<file path="src/rtl/wtsc_pkg.sv">
package wtsc_pkg;

  localparam int MAX_WORDS_DEF = 64;
  localparam int KEY_CHARS_DEF = 8;

  localparam int KEY_W  = 64;
  localparam int LEN_W  = 8;
  localparam int LINE_W = 16;
  localparam int CNT_W  = 7;

  localparam int FIFO_DEPTH = 4;
  localparam int FIFO_AW    = 2;

  localparam logic [7:0] CH_NL    = 8'h0A;
  localparam logic [7:0] CH_SP    = 8'h20;
  localparam logic [7:0] CH_DOT   = 8'h2E;
  localparam logic [7:0] CH_COMMA = 8'h2C;
  localparam logic [7:0] CH_COLON = 8'h3A;

  typedef struct packed {
    logic              has_word;
    logic              eot;
    logic [KEY_W-1:0]  key;
    logic [LEN_W-1:0]  len;
    logic [LINE_W-1:0] line;
  } tok_t;

  typedef struct packed {
    logic [KEY_W-1:0]  key;
    logic [LEN_W-1:0]  len;
    logic [LINE_W-1:0] line;
  } entry_t;

  function automatic logic is_delim(input logic [7:0] c);
    return (c == CH_NL) || (c == CH_SP) || (c == CH_DOT) ||
           (c == CH_COMMA) || (c == CH_COLON);
  endfunction

endpackage

</file>
<file path="src/rtl/wtsc_fifo.sv">
module wtsc_fifo
  import wtsc_pkg::*;
(
  input  logic clk,
  input  logic rst_n,
  input  logic push,
  input  tok_t push_tok,
  output logic full,
  input  logic pop,
  output logic not_empty,
  output tok_t head_tok
);

  tok_t               buf_r [FIFO_DEPTH];
  logic [FIFO_AW-1:0] wr_r;
  logic [FIFO_AW-1:0] rd_r;
  logic [FIFO_AW:0]   cnt_r;

  assign full      = (cnt_r == (FIFO_AW+1)'(FIFO_DEPTH));
  assign not_empty = (cnt_r != '0);
  assign head_tok  = buf_r[rd_r];

  always_ff @(posedge clk) begin
    if (push) begin
      buf_r[wr_r] <= push_tok;
    end
  end

  always_ff @(posedge clk) begin
    if (!rst_n) begin
      wr_r  <= '0;
      rd_r  <= '0;
      cnt_r <= '0;
    end else begin
      if (push) begin
        wr_r <= wr_r + 1'b1;
      end
      if (pop) begin
        rd_r <= rd_r + 1'b1;
      end
      if (push && !pop) begin
        cnt_r <= cnt_r + 1'b1;
      end else if (pop && !push) begin
        cnt_r <= cnt_r - 1'b1;
      end
    end
  end

endmodule

</file>
<file path="config.mk">
export PLATFORM = sky130hd
export DESIGN_NAME = wtsc_fifo
export DESIGN_NICKNAME = d
export VERILOG_FILES = /design/src/rtl/wtsc_pkg.sv /design/src/rtl/wtsc_fifo.sv
export SDC_FILE = /design/constraint.sdc
export NUM_CORES = 1
export LEC_CHECK = 0
export ABC_AREA = 0
export BUFFER_PORTS_ARGS = -buffer_cell sky130_fd_sc_hd__clkbuf_2
export CAP_MARGIN = 10
export CORE_UTILIZATION = 64
export CTS_BUF_LIST = sky130_fd_sc_hd__clkbuf_2
export DETAILED_ROUTE_END_ITERATION = 10
export PLACE_DENSITY = 0.87
export REMOVE_ABC_BUFFERS = 1
export SLEW_MARGIN = 10
export SYNTH_ARGS = -nofsm -noshare
export SYNTH_HDL_FRONTEND = slang
export SYNTH_SLANG_ARGS = --single-unit
export TNS_END_PERCENT = 1
</file>
<file path="constraint.sdc">
create_clock -name clk -period 7.5 [get_ports clk]
set_input_delay 1.5 -clock clk [delete_from_list [all_inputs] [get_ports clk]]
set_output_delay 1.5 -clock clk [all_outputs]
set_load 0.02 [all_outputs]
</file>
==> flow_summary.ini <==
[detailed_routing]
drcViolationCount = 0
drt-met1-wl_um = 8780
vias_per_cell = 5.70
drt_pass1_iterations = 4
drt-wirelength-per-cell_um = 21.9
drt-initial-drc-count = 389
top_layer_used = met4
ant_nets = 0
dr_wl_met3_um = 2360
vias = 6313
drt_wl_total_um = 24300
dr_wl_met2_um = 12900

[finish]
multi_input_area_um2 = 2290
drive_above_1_share = 0.504
fill_cells = 1155
register_area_um2 = 11000
syn_to_final_growth_pct = 13.7
final-instance-count-excl-fill = 1108
fin_nets = 874

[floorplanning]
die_area_um2 = 21700
num_io_pins = 186
die_w_um = 147
initial_utilization = 0.660
die_y_um = 147
coreArea_um2 = 20500
placementRows = 52

[yosys]
synth_area_leaders = edfxtp_1, mux4_2, buf_12
yosysWarnings = 0
synth_area_per_cell_um2 = 26.4
yosys.area.top_type = edfxtp_1
synth.top_cell.area_share = 0.799
syn_inst = 513
synth_seq_area_share = 0.813
syn_area_um2 = 13500
synth_cell_types = 20
synth_seq_cells = 369

[worst_hold_path]
holdPathStages = 2
worstHoldStart = cnt_r[2]
hp-class = flip-flop to flip-flop
worstHoldEndpoint = cnt_r[2]

[timing]
tightestPinTransition_ns = 1.09
rsz0062_at_grt = false
setup_viol = 0
setup_tns_ns = 0
report.final.slew_viol_count = 0
period_needed_ns = 4.77
fin_skew_ns = 0.0575
fmax_mhz = 210
fin_crit_sh = 0.636
slew_headroom = 0.275
layout_setup_ws_ns = 2.73
hold_violations = 0

[power]
max-vdd-ir-drop_mv = 0.200
p_per_area_nw_per_um2 = 263
cellLeakagePower_nw = 5.41

[cts]
clock_sinks = 369
cts.clk_slew.worst_paths_ns = 0.11
cts_hold_buffers = 0
cts.path.max_buffers = 3
clock_latency_ns = 0.82
cts_setup_buffers = 0
cts-buffers-inserted = 87
htree_num_levels = 3
cts_root_buffer = clkbuf_2
cts_tree = done
post_cts_resize_count = 0

[placed_design]
dp_cells = 954
dp_worst_setup_slack_ns = 3.24
dp_hpwl_um = 14700
gp_congestion = 0.763
portBuffers = 185

[critical_path]
worstPathRequired_ns = 6.00
setup.worst_path.start_class = flip-flop
r2r-start = wr_r[0]
crit_fanout = 34
reg2reg_depth = 4
critical_path_arrival_ns = 3.27
r2r_end = buf_r[0][79]
r2r_slack_ns = 5.20
cp-end-kind = primary output
path_class = flip-flop to primary output

[global_routing]
grt-ovfl-total = 0
grt_pass1_vias = 7057
grt_pass1_wl_um = 38000
antenna_found_initial = 2
grt_usage = 0.238
grt_max_degree = 71

[run]
cap_violations = 0

[status]
status = finished, final reports clean
## kinds of logic (layout without fill, tap and decap cells)
group	count (synthesis)	in the layout	synth area share
flip-flops	369	369	0.813
XOR/XNOR	5	5	0.00324
other	0	1	0
multiplexers	92	92	0.151
buffers and inverters	24	348	0.0189
adder cells (fa/ha/maj)	6	6	0.00611
AO/OA/AOI/OAI	2	2	0.000925
AND/OR/NAND/NOR	15	15	0.00685
## where the power goes
| group | switching [mW] | total, mW | internal, mW |
|---|---|---|---|
| logic | 0.279 | 0.472 | 0.193 |
| registers | 0.0401 | 2.41 | 2.37 |
| clock network | 0.717 | 1.17 | 0.455 |
| total | 1.04 | 4.05 | 3.01 |
## worst max path at each step
stage                   start  slack, ns      endpoint
floorplan           flip-flop       1.51   head_tok[0]
global placement    flip-flop       3.31  head_tok[35]
detailed placement  flip-flop       3.24  head_tok[19]
CTS                 flip-flop       2.35  head_tok[19]
global route        flip-flop       2.38  head_tok[35]
finish              flip-flop       2.73  head_tok[19]
## cell usage after synthesis
master,count
a21boi_0,1
and2_1,9
buf_1,1
buf_12,9
buf_2,9
buf_6,1
dfxtp_1,9
edfxtp_1,360
fa_1,1
ha_1,5
inv_1,4
mux2i_1,2
mux4_2,90
nand2_1,1
nor2b_1,2
nor3b_1,1
o21ai_0,1
or3_1,2
xnor2_1,2
xor2_1,3
## state kept, by name, indices dropped and copies added, names as in the netlist, named ones only
register,cells
wr_r,2
rd_r,2
cnt_r,3
buf_r,360
## critical path: stages, from the launching register on
cell      delay, ns
dfxtp_4        0.74
buf_16         0.32
buf_4          0.58
mux4_2         0.61
clkbuf_2       0.18
## cell type report
| type | instances | share of cell area |
|---|---|---|
| clock buffers | 129 | 0.0420 |
| flip-flops and latches | 369 | 0.715 |
| clock inverters | 23 | 0.00570 |
| diodes | 1 | 0.000163 |
| multi-input cells | 120 | 0.149 |
| inverters | 4 | 0.000977 |
| well taps | 270 | 0.0220 |
| repair buffers | 192 | 0.0649 |
## per-stage QoR
stage / power (mW) / util / cell area, µm² / hold slack (ns)
global placement: 2.91 / 0.713 / 14600 / 0.482
finish: 4.05 / 0.750 / 15400 / 0.562
floorplan: 2.76 / - / 13300 / 0.467
detailed placement: 2.93 / 0.713 / 14600 / 0.547
global route: 4.23 / 0.750 / 15400 / 0.596
CTS: 4.10 / 0.749 / 15300 / 0.563
## cells in the final DEF, fill, tap and decap left out, types with 3 or more instances in the layout
cell type,netlist,final
and2_1,9,5
inv_1,4,4
and2_4,0,4
dfxtp_1,9,7
clkbuf_2,0,314
clkinv_1,0,18
inv_2,0,4
xor2_1,3,3
mux4_2,90,90
ha_1,5,5
edfxtp_1,360,360
buf_4,0,6
## layer usage
metal | vias up | GRT usage
li1 | 2783 | -
met1 | 3207 | 0.290
met2 | 292 | 0.406
met3 | 31 | 0.0811
met4 | 0 | 0.0675
met5 | - | 0
(Power assumes the default switching activity.)
