## config.mk

```make
export PLATFORM = sky130hd
export DESIGN_NAME = wtsc_front
export DESIGN_NICKNAME = d
export VERILOG_FILES = /design/src/rtl/wtsc_pkg.sv /design/src/rtl/wtsc_front.sv
export SDC_FILE = /design/constraint.sdc
export NUM_CORES = 1
export LEC_CHECK = 0
export BUFFER_PORTS_ARGS = -buffer_cell sky130_fd_sc_hd__buf_2
export CAP_MARGIN = 30
export CORE_MARGIN = 4
export CORE_UTILIZATION = 55
export CTS_CLUSTER_DIAMETER = 80
export DETAILED_ROUTE_END_ITERATION = 6
export GPL_TIMING_DRIVEN = 1
export PLACE_DENSITY_LB_ADDON = 0.2
export SYNTH_ARGS = -nofsm -noshare
export SYNTH_HDL_FRONTEND = slang
export SYNTH_SLANG_ARGS = --single-unit
```

## constraint.sdc

```tcl
create_clock -name clk -period 2.7 [get_ports clk]
set_input_delay 0.135 -clock clk [delete_from_list [all_inputs] [get_ports clk]]
set_output_delay 0.135 -clock clk [all_outputs]
set_load 0.05 [all_outputs]
```

## src/rtl/wtsc_pkg.sv

```systemverilog
package wtsc_pkg;

  localparam int MAX_WORDS_DEF = 64;
  localparam int KEY_CHARS_DEF = 8;

  localparam int KEY_W  = 64;
  localparam int LEN_W  = 8;
  localparam int LINE_W = 16;
  localparam int CNT_W  = 7;

  localparam int FIFO_DEPTH = 4;
  localparam int FIFO_AW    = 2;

  localparam logic [7:0] CH_NL    = 8'h0A;
  localparam logic [7:0] CH_SP    = 8'h20;
  localparam logic [7:0] CH_DOT   = 8'h2E;
  localparam logic [7:0] CH_COMMA = 8'h2C;
  localparam logic [7:0] CH_COLON = 8'h3A;

  typedef struct packed {
    logic              has_word;
    logic              eot;
    logic [KEY_W-1:0]  key;
    logic [LEN_W-1:0]  len;
    logic [LINE_W-1:0] line;
  } tok_t;

  typedef struct packed {
    logic [KEY_W-1:0]  key;
    logic [LEN_W-1:0]  len;
    logic [LINE_W-1:0] line;
  } entry_t;

  function automatic logic is_delim(input logic [7:0] c);
    return (c == CH_NL) || (c == CH_SP) || (c == CH_DOT) ||
           (c == CH_COMMA) || (c == CH_COLON);
  endfunction

endpackage

```

## src/rtl/wtsc_front.sv

```systemverilog
module wtsc_front
  import wtsc_pkg::*;
#(
  parameter int KeyChars = KEY_CHARS_DEF
) (
  input  logic       clk,
  input  logic       rst_n,
  input  logic       in_valid,
  output logic       in_stall,
  input  logic [7:0] in_text_byte,
  input  logic       in_end_of_text,
  input  logic       q_full,
  output logic       q_push,
  output tok_t       q_tok
);

  logic [KEY_W-1:0]  key_r, key_nxt;
  logic [LEN_W-1:0]  len_r, len_nxt;
  logic [LINE_W-1:0] line_r, line_nxt;
  logic              zero_r, zero_nxt;
  logic              acc;
  logic              delim;

  assign in_stall = q_full;
  assign acc      = in_valid && !q_full;
  assign delim    = is_delim(in_text_byte);

  always_comb begin
    key_nxt  = key_r;
    len_nxt  = len_r;
    line_nxt = line_r;
    zero_nxt = zero_r;
    q_tok    = '0;
    if (delim) begin
      q_tok.has_word = (len_r != '0);
      q_tok.key      = key_r;
      q_tok.len      = len_r;
      q_tok.line     = line_r;
      key_nxt        = '0;
      len_nxt        = '0;
      zero_nxt       = 1'b0;
      if (in_text_byte == CH_NL && line_r != '1) begin
        line_nxt = line_r + 1'b1;
      end
    end else begin
      if (len_r < LEN_W'(KeyChars) && !zero_r) begin
        for (int k = 0; k < 8; k++) begin
          if (len_r == LEN_W'(k)) begin
            key_nxt[KEY_W-1-8*k -: 8] = in_text_byte;
          end
        end
        if (in_text_byte == 8'h00) begin
          zero_nxt = 1'b1;
        end
      end
      if (len_r != '1) begin
        len_nxt = len_r + 1'b1;
      end
    end
    if (in_end_of_text) begin
      q_tok.eot = 1'b1;
      if (!delim) begin
        q_tok.has_word = 1'b1;
        q_tok.key      = key_nxt;
        q_tok.len      = len_nxt;
        q_tok.line     = line_r;
      end
      key_nxt  = '0;
      len_nxt  = '0;
      zero_nxt = 1'b0;
      line_nxt = LINE_W'(1);
    end
    q_push = acc && (q_tok.has_word || q_tok.eot);
  end

  always_ff @(posedge clk) begin
    if (!rst_n) begin
      key_r  <= '0;
      len_r  <= '0;
      line_r <= LINE_W'(1);
      zero_r <= 1'b0;
    end else if (acc) begin
      key_r  <= key_nxt;
      len_r  <= len_nxt;
      line_r <= line_nxt;
      zero_r <= zero_nxt;
    end
  end

endmodule

```

==> impl_metrics.json, run 1 <==
{
  "port_buffers": 104,
  "design_power_total_uw": 2606,
  "crit_cells": 7,
  "final_area_um2": 5786,
  "crit_slowest_cell": "or4_4",
  "cp-start-kind": "flop",
  "slew_viol_final": 0,
  "drive_gt1_share_pct": 27.48,
  "hold_depth": 2,
  "cts_buffer_depth": 2,
  "clock.fmax_ghz": 0.3772,
  "synth_area_leaders": "dfxtp_1, o2bb2ai_1, nand3_1, nand2_1, o22ai_1",
  "worstPathRequired_ns": 2.57,
  "cp.buffers_inverters": 2,
  "cts_tree": "done",
  "dieArea_um2": 10260,
  "tightest_slew_ns": 0.8482,
  "root_buffer": "clkbuf_8",
  "hpwlAfterDp_um": 10400,
  "setup-tns-final_ns": 0,
  "grt_pass1_wl_um": 23640,
  "synthTopCellsByCount": "o2bb2ai_1, dfxtp_1, nand2_1, clkbuf_1, nand3_1",
  "crit_chain": "or4_4 > nor4b_4 > buf_6 > nand2_4 > a21o_4 > o2bb2ai_1 > buf_4",
  "via_per_inst": 6.589,
  "vdd_drop_max_uv": 343.4,
  "first_global_vias": 4464,
  "cp-end-kind": "output pin",
  "path_class": "reg2out",
  "synth-seq-area-share_pct": 37.23,
  "dpl_cell_area_um2": 5414,
  "clock_skew_ns": 0.009055,
  "initial_core_util_pct": 57.38,
  "setup_violations": 0,
  "fin_crit_sh_pct": 98.18,
  "antennaDiodeCount": 0,
  "rsz0062_at_grt": "yes",
  "r2r_cells": 7,
  "grt_usage_pct": 29.37,
  "yosysTopAreaCell": "dfxtp_1",
  "worst_path_largest_cell_delay_ns": 0.59,
  "rows": 33,
  "via_count": 4935,
  "synth_cell_types": 50,
  "synthToLayoutAreaGrowth_pct": 20.89,
  "die_y_um": 101.3,
  "cts.reportedPaths.clkPinSlew_ns": 0.10,
  "synth_flop_cell": "dfxtp_1",
  "drc": 0,
  "final_antenna_net_count": 0,
  "synth_nets": 568,
  "slew_headroom_pct": 43.02,
  "status": "complete, no violations",
  "async_flop_share_pct": 0,
  "first_iter_violations": 594,
  "layout.nets": 657,
  "htreeDepth": 3,
  "core_um2": 8341,
  "grt_max_degree": 29,
  "gp_congestion": 0.8578,
  "p_leak_uw": 0.002202,
  "path_delay_family": "simple AND/OR/NAND/NOR gates",
  "drv_cap": 0,
  "hold_viol": 0,
  "clock_sinks": 89,
  "ys_ff_latch": 89,
  "hp-class": "in2reg",
  "avgSynthCellArea_um2": 8.702,
  "syn_inst": 550,
  "r2r_setup_slack_ns": 0.50,
  "yosysWarningCount": 0,
  "critPathMaxFanout": 10,
  "clk_latency_ns": 0.37,
  "antenna_found_initial": 1,
  "whs_ns": 0.1157,
  "fin_crit_ns": 2.651,
  "ios": 105,
  "wl_per_cell_um": 20.69,
  "powerDensity_nw_per_um2": 450.4,
  "finalCoreUtilization_pct": 69.37,
  "syn_area_um2": 4786,
  "firstDrtPassIters": 5,
  "die_x_um": 101.3,
  "synth.most_common_cell": "o2bb2ai_1",
  "synth_top_area_share_pct": 37.23,
  "grt_overflow": 0,
  "synth_edf_count": 0,
  "cts_buffers": 9,
  "critPathArrivalTime_ns": 2.52,
  "wl_um": 15500
}
==> what timing repair did <==
| item | in CTS | in global routing |
|---|---|---|
| setup endpoints to repair | 64 | 64 |
| hold endpoints to repair | 0 | 0 |
| hold buffers | 0 | 0 |
| resized for setup | 5 | 59 |
| pin swaps | 1 | 3 |
| setup buffers | 1 | 0 |
==> metrics by stage <==
step | std cells | setup WS, ns
finish | 749 | 0.04920
global route | 749 | -0.03717
CTS | 749 | 0.01512
detailed placement | 732 | 0.2658
global placement | 732 | 0.2854
floorplan | 550 | -0.03179
==> final timing paths <==
kind | endpoint | start
hold reg to reg | key_r[9] | key_r[9]
setup / recovery | q_tok[50] | len_r[4]
setup reg to reg | key_r[45] | len_r[4]
hold / removal | line_r[6] | rst_n
==> cell usage in the layout (no fill, tap or decap), types with 8 or more instances in the layout <==
cell type    n
o21ai_0     10
nand4_1     10
nand3_1     25
o2bb2ai_1  105
o211ai_1    12
nor2_1      16
buf_4       36
o31ai_1      8
buf_2       80
nand2_1     42
dfxtp_1     88
nor2b_1     21
inv_1       29
a21oi_1     12
o22ai_1     24
clkbuf_8     9
==> flip-flops by register name, summed over array words and instances, names as in the netlist <==
| register | count |
|---|---|
| key_r | 64 |
| zero_r | 1 |
| line_r | 16 |
| len_r | 8 |
==> final cells by class <==
| class | count | area, um2 |
|---|---|---|
| inverter | 29 | 108.9 |
| fill | 654 | 2555 |
| clock inverter | 6 | 75.07 |
| timing repair buffer | 125 | 758.2 |
| clock buffer | 10 | 127.6 |
| multi-input combinational | 385 | 2801 |
| tap | 105 | 131.4 |
| sequential | 89 | 1783 |
==> worst register-to-register path, stage by stage (launching register included) <==
cell       delay (ns)
dfxtp_1          0.33
or4_4            0.59
nor4_4           0.24
buf_6            0.18
nand2_1          0.08
buf_4            0.19
a31o_1           0.31
o2bb2ai_1        0.17
==> layer usage <==
layer	part of all wire [%]	track usage, %	up-vias
li1	-	-	2285
met3	9.3	5.303	45
met5	0.084	0	-
met1	40	38.49	2309
met2	47	48.14	294
met4	3.6	11.35	2
==> report_power, final <==
part / switching (uW) / internal [uW] / total (uW)
Combinational: 242 / 83.5 / 326
Sequential: 4.82 / 1320 / 1320
Clock: 517 / 441 / 958
Total: 763 / 1840 / 2610
==> logic make-up after synthesis <==
family,share of synthesized area (%)
AOI/OAI and AO/OA,35.56
and+or+nand+nor,18.14
DFF,37.23
buffers and inverters,6.484
muxes,1.281
adders and majority gates,1.307
No activity file was read; power rests on OpenSTA's default activity.
==> run 2, diff against run 1 <==
Settings changed: ABC_CLOCK_PERIOD_IN_PS from default to 2700, PLACE_DENSITY from default to 0.78, PLACE_DENSITY_LB_ADDON 0.2 to default.
==> run 2 against run 1 <==
  * Design area down 1.5%
  * Die area did not move
  * Sequential share of layout area increased by 0.47 points
  * Sequential power is essentially flat
  * Clock power decreased by 8.5%
  * Global-route usage is 0.11 points higher
  * Core utilization decreased by 1.1 points
  * Critical path depth did not move
  * Largest cell class unchanged
==> impl_metrics.json, run 2 (synthesis gave the netlist of run 1 again) <==
{
  "powerDensity_nw_per_um2": 441.4,
  "cts.reportedPaths.clkPinSlew_ns": 0.09,
  "ios": 105,
  "slew_headroom_pct": 48.39,
  "critPathArrivalTime_ns": 2.52,
  "cp-start-kind": "flop",
  "setup-tns-final_ns": 0,
  "status": "complete, no violations",
  "synthToLayoutAreaGrowth_pct": 19.06,
  "grt_pass1_wl_um": 23900,
  "drive_gt1_share_pct": 26.83,
  "drv_cap": 0,
  "root_buffer": "clkbuf_8",
  "finalCoreUtilization_pct": 68.32,
  "fillers": 711,
  "finalNonFillerCells": 746,
  "wl_um": 15380,
  "hpwlAfterDp_um": 10260,
  "antennaDiodeCount": 0,
  "reg_top3": "key_r: 64 flops, line_r: 16 flops, len_r: 8 flops",
  "cts_buffer_depth": 2,
  "antenna_found_initial": 0,
  "die_y_um": 101.3,
  "layout.nets": 654,
  "dieArea_um2": 10260,
  "via_count": 4969,
  "multi_input_area_um2": 2805,
  "final_antenna_net_count": 0,
  "cts_buffers": 9,
  "die_x_um": 101.3,
  "initial_core_util_pct": 57.38,
  "rsz0062_at_grt": "yes",
  "hp-class": "in2reg",
  "setup_violations": 0,
  "wl_per_cell_um": 20.62,
  "vdd_drop_max_uv": 429.5,
  "htreeDepth": 3,
  "slew_viol_final": 0,
  "cp-end-kind": "output pin",
  "clock_skew_ns": 0.008246,
  "clock_sinks": 89,
  "regMostFlops": "key_r",
  "grt_usage_pct": 29.47,
  "worstPathRequired_ns": 2.57,
  "register_area_um2": 1783,
  "clk_latency_ns": 0.36,
  "via_per_inst": 6.661,
  "whs_ns": 0.1867,
  "p_leak_uw": 0.002177,
  "grt_max_degree": 34,
  "path_class": "reg2out",
  "clock.fmax_ghz": 0.3763,
  "critPathMaxFanout": 10,
  "first_global_vias": 4478,
  "port_buffers": 104,
  "postCtsHoldBufs": 0,
  "drc": 0,
  "grt_overflow": 0,
  "first_iter_violations": 452,
  "fin_crit_sh_pct": 98.44,
  "largest_register_ffs": 64,
  "final_cell_mix": "o2bb2ai_1, buf_2, dfxtp_1",
  "final_common_cell": "o2bb2ai_1",
  "tightest_slew_ns": 0.7742,
  "hold_viol": 0,
  "design_power_total_uw": 2515,
  "rows": 33,
  "cts_tree": "done",
  "fin_crit_ns": 2.658,
  "core_um2": 8341,
  "gp_congestion": 0.8514,
  "placed_cells": 729,
  "firstDrtPassIters": 5
}
run 2: changes by cell type in the layout (fill, tap and decap cells not counted), moves of 2 or more:
cell      previous run  this run
a21o_1               1         3
buf_2               80        93
buf_4               36        21
clkinv_4             2         0
a21o_2               3         0
run 2: critical path: stages, from the launching register on:
cell and delay (ns):
dfxtp_1 0.32, or4_4 0.58, nor4b_4 0.24, buf_6 0.22, nand2_4 0.13, a21o_4 0.29, o2bb2ai_1 0.14, buf_2 0.23
run 2: report_power, final:
part,switching [uW],internal (uW)
sequential,4.76,1320
combinational,239,77.1
clock,511,366
total,755,1760
run 2: area by class of cell:
type | count | area share, %
multi-input cells | 385 | 49.23
flip-flops and latches | 89 | 31.29
repair buffers | 122 | 12.12
clock buffers | 11 | 2.481
well taps | 105 | 2.306
inverters | 29 | 1.910
clock inverters | 5 | 0.6588
run 2: what timing repair did:
item	CTS	global route
setup buffers	1	0
pin swaps	1	1
gates resized for setup	6	32
endpoints found under the setup margin	64	64
run 2: worst paths after layout:
| kind | end | start | slack [ns] | cells past startpoint |
|---|---|---|---|---|
| hold reg to reg | key_r[17] | key_r[17] | 0.46 | 2 |
| setup / recovery | q_tok[43] | len_r[4] | 0.04 | 7 |
| hold / removal | len_r[6] | q_full | 0.19 | 4 |
| setup reg to reg | line_r[8] | line_r[1] | 0.50 | 6 |
run 2: stage by stage:
stage | instance area (um2) | worst slack (ns)
2_1_floorplan | 4786 | -0.03179
3_3_place_gp | 5379 | 0.2472
3_5_place_dp | 5379 | 0.2332
4_1_cts | 5599 | 0.003072
5_1_grt | 5698 | -0.02654
6_report | 5698 | 0.04221
run 2: routing by layer:
metal  wire length (um)  vias up  part of all wire (%)  GRT usage [%]
met5                  0        -                     0              0
met1               6309     2367                    41          39.70
met3               1372       39                   8.9          4.545
met2               7355      282                    48          48.09
li1                   -     2281                     -              -
met4                341        0                   2.2          10.33
==> run 3, diff against run 2 <==
--- a/config.mk
+++ b/config.mk
@@ -8,10 +8,8 @@
 export ABC_CLOCK_PERIOD_IN_PS = 2700
 export BUFFER_PORTS_ARGS = -buffer_cell sky130_fd_sc_hd__buf_2
-export CAP_MARGIN = 30
 export CORE_MARGIN = 4
 export CORE_UTILIZATION = 55
 export CTS_CLUSTER_DIAMETER = 80
 export DETAILED_ROUTE_END_ITERATION = 6
-export GPL_TIMING_DRIVEN = 1
 export PLACE_DENSITY = 0.78
 export SYNTH_ARGS = -nofsm -noshare
==> constraint.sdc (replaced) <==
create_clock -name clk -period 2.7 [get_ports clk]
set_input_delay 0.135 -clock clk [delete_from_list [all_inputs] [get_ports clk]]
set_output_delay 0.135 -clock clk [all_outputs]
set_load 0.005 [all_outputs]
==> run 3 against run 2 <==
  * Clock-buffer cell count fell by 2
  * First-iteration DRC count fell by 20%
  * Sequential share of layout area up 0.16 points
  * Design area decreased by 0.50%
  * Die area unchanged
  * Final cell count up 0.27%
  * Critical path depth down 1
  * Sequential power about the same
  * Via count is 0.64% lower
  * Worst hold slack got worse by 0.00095 ns
  * Combinational power fell by 20%
  * Power rose by 4.6%
  * Largest power group unchanged
  * Highest routed layer unchanged
==> impl_metrics.json, run 3 (synthesis gave the netlist of run 1 again) <==
{
  "status": "complete, no violations",
  "first_iter_violations": 362,
  "cts_tree": "done",
  "via_per_inst": 6.600,
  "r2r_cells": 7,
  "htreeDepth": 3,
  "grt_usage_pct": 29.82,
  "grt_max_degree": 28,
  "setup_violations": 0,
  "critPathMaxFanout": 8,
  "regMostFlops": "key_r",
  "ios": 105,
  "postCtsHoldBufs": 0,
  "firstDrtPassIters": 5,
  "final_antenna_net_count": 0,
  "reg_top3": "key_r: 64 flops, line_r: 16 flops, len_r: 8 flops",
  "timing.rr.end": "key_r[43]",
  "first_global_vias": 4698,
  "vdd_drop_max_uv": 302.2,
  "gr-usage-met3_pct": 5.854,
  "antenna_found_initial": 0,
  "clock_skew_ns": 0.01351,
  "cts.reportedPaths.clkPinSlew_ns": 0.08,
  "powerDensity_nw_per_um2": 463.8,
  "drv_cap": 0,
  "r2r-start": "len_r[6]",
  "hold_viol": 0,
  "gp_congestion": 0.8900,
  "port_buffers": 104,
  "path_class": "reg2out",
  "final_area_um2": 5669,
  "crit_slowest_cell": "or4_4",
  "synthToLayoutAreaGrowth_pct": 18.46,
  "cts_buffers": 9,
  "use_met2_pct": 47.89,
  "cts_buffer_depth": 2,
  "cp-start-kind": "flop",
  "startpoint": "len_r[6]",
  "clock.fmax_ghz": 0.3840,
  "wl_per_cell_um": 20.35,
  "final_cell_mix": "o2bb2ai_1, buf_2, dfxtp_1",
  "setup-tns-final_ns": 0,
  "busiest_layer": "met2",
  "register_area_um2": 1783,
  "placed_cells": 732,
  "tightest_slew_ns": 0.7373,
  "dieArea_um2": 10260,
  "fillers": 726,
  "worst_path_largest_cell_delay_ns": 0.57,
  "fin_crit_sh_pct": 96.46,
  "multi_input_area_um2": 2743,
  "r2r_setup_slack_ns": 0.42,
  "initial_core_util_pct": 57.38,
  "gr-usage-met1_pct": 39.20,
  "slew_viol_final": 0,
  "clock_sinks": 89,
  "endpoint": "q_tok[63]",
  "die_y_um": 101.3,
  "critPathArrivalTime_ns": 2.47,
  "wl_um": 15230,
  "hpwlAfterDp_um": 10440,
  "die_x_um": 101.3,
  "rows": 33,
  "drc": 0,
  "largest_register_ffs": 64,
  "hp-class": "in2reg",
  "clk_latency_ns": 0.37,
  "rsz0062_at_grt": "yes",
  "grt_pass1_wl_um": 24340,
  "via_count": 4937,
  "fin_crit_ns": 2.604,
  "whs_ns": 0.1858,
  "layout.nets": 657,
  "drive_gt1_share_pct": 26.75,
  "slew_headroom_pct": 50.85,
  "finalNonFillerCells": 748,
  "worstPathRequired_ns": 2.57,
  "antennaDiodeCount": 0,
  "grt_overflow": 0,
  "dpl_cell_area_um2": 5401,
  "core_um2": 8341,
  "root_buffer": "clkbuf_8",
  "finalCoreUtilization_pct": 67.97,
  "cp-end-kind": "output pin",
  "crit_chain": "or4_4 > nor4_4 > nand2_1 > a21o_1 > o2bb2ai_1 > buf_2",
  "p_leak_uw": 0.002166,
  "final_common_cell": "o2bb2ai_1"
}
run 3: worst min path at each step:
stage / startpoint / endpoint / cells after the start
global placement: key_r[11] / key_r[11] / 2
detailed placement: key_r[12] / key_r[12] / 2
floorplan: q_full / in_stall / 1
finish: rst_n / zero_r / 2
global route: rst_n / zero_r / 2
CTS: rst_n / zero_r / 2
run 3: metal layers:
layer / routed length, um / part of all wire [%] / vias up
li1: - / - / 2280
met2: 7196 / 47 / 271
met3: 1262 / 8.3 / 36
met1: 6409 / 42 / 2350
met4: 355 / 2.3 / 0
met5: 0 / 0 / -
run 3: per-stage QoR:
stage | total power, uW | setup WS [ns]
after floorplan | 1513 | 0.3894
after global placement | 1591 | 0.3319
after detailed placement | 1596 | 0.2433
after CTS | 2622 | 0.06520
after global routing | 2708 | 0.001891
final | 2630 | 0.09571
run 3: power breakdown:
group / total, uW / leakage [uW] / switching [uW] / internal [uW]
sequential: 1320 / 0.000718 / 5.06 / 1320
combinational: 252 / 0.00134 / 178 / 73.6
clock: 1060 / 0.000113 / 522 / 533
run 3: area by class of cell:
type	count	area share, %
clock inverter	6	1.721
multi-input combinational	385	48.38
clock buffer	9	2.185
inverter	29	1.920
timing repair buffer	125	12.03
tap	105	2.317
sequential	89	31.45
run 3: worst max-delay path, delay by kind of cell, from the launching register on:
family          cells  cell delay (ns)
buf+inv             1             0.16
simple gates        3             1.02
compound gates      2             0.54
flops               1             0.39
run 3: timing repair:
action                     CTS  global route
gates resized for setup      2            10
setup endpoints to repair   37            43
setup buffers                1             0
pin swaps                    1             0
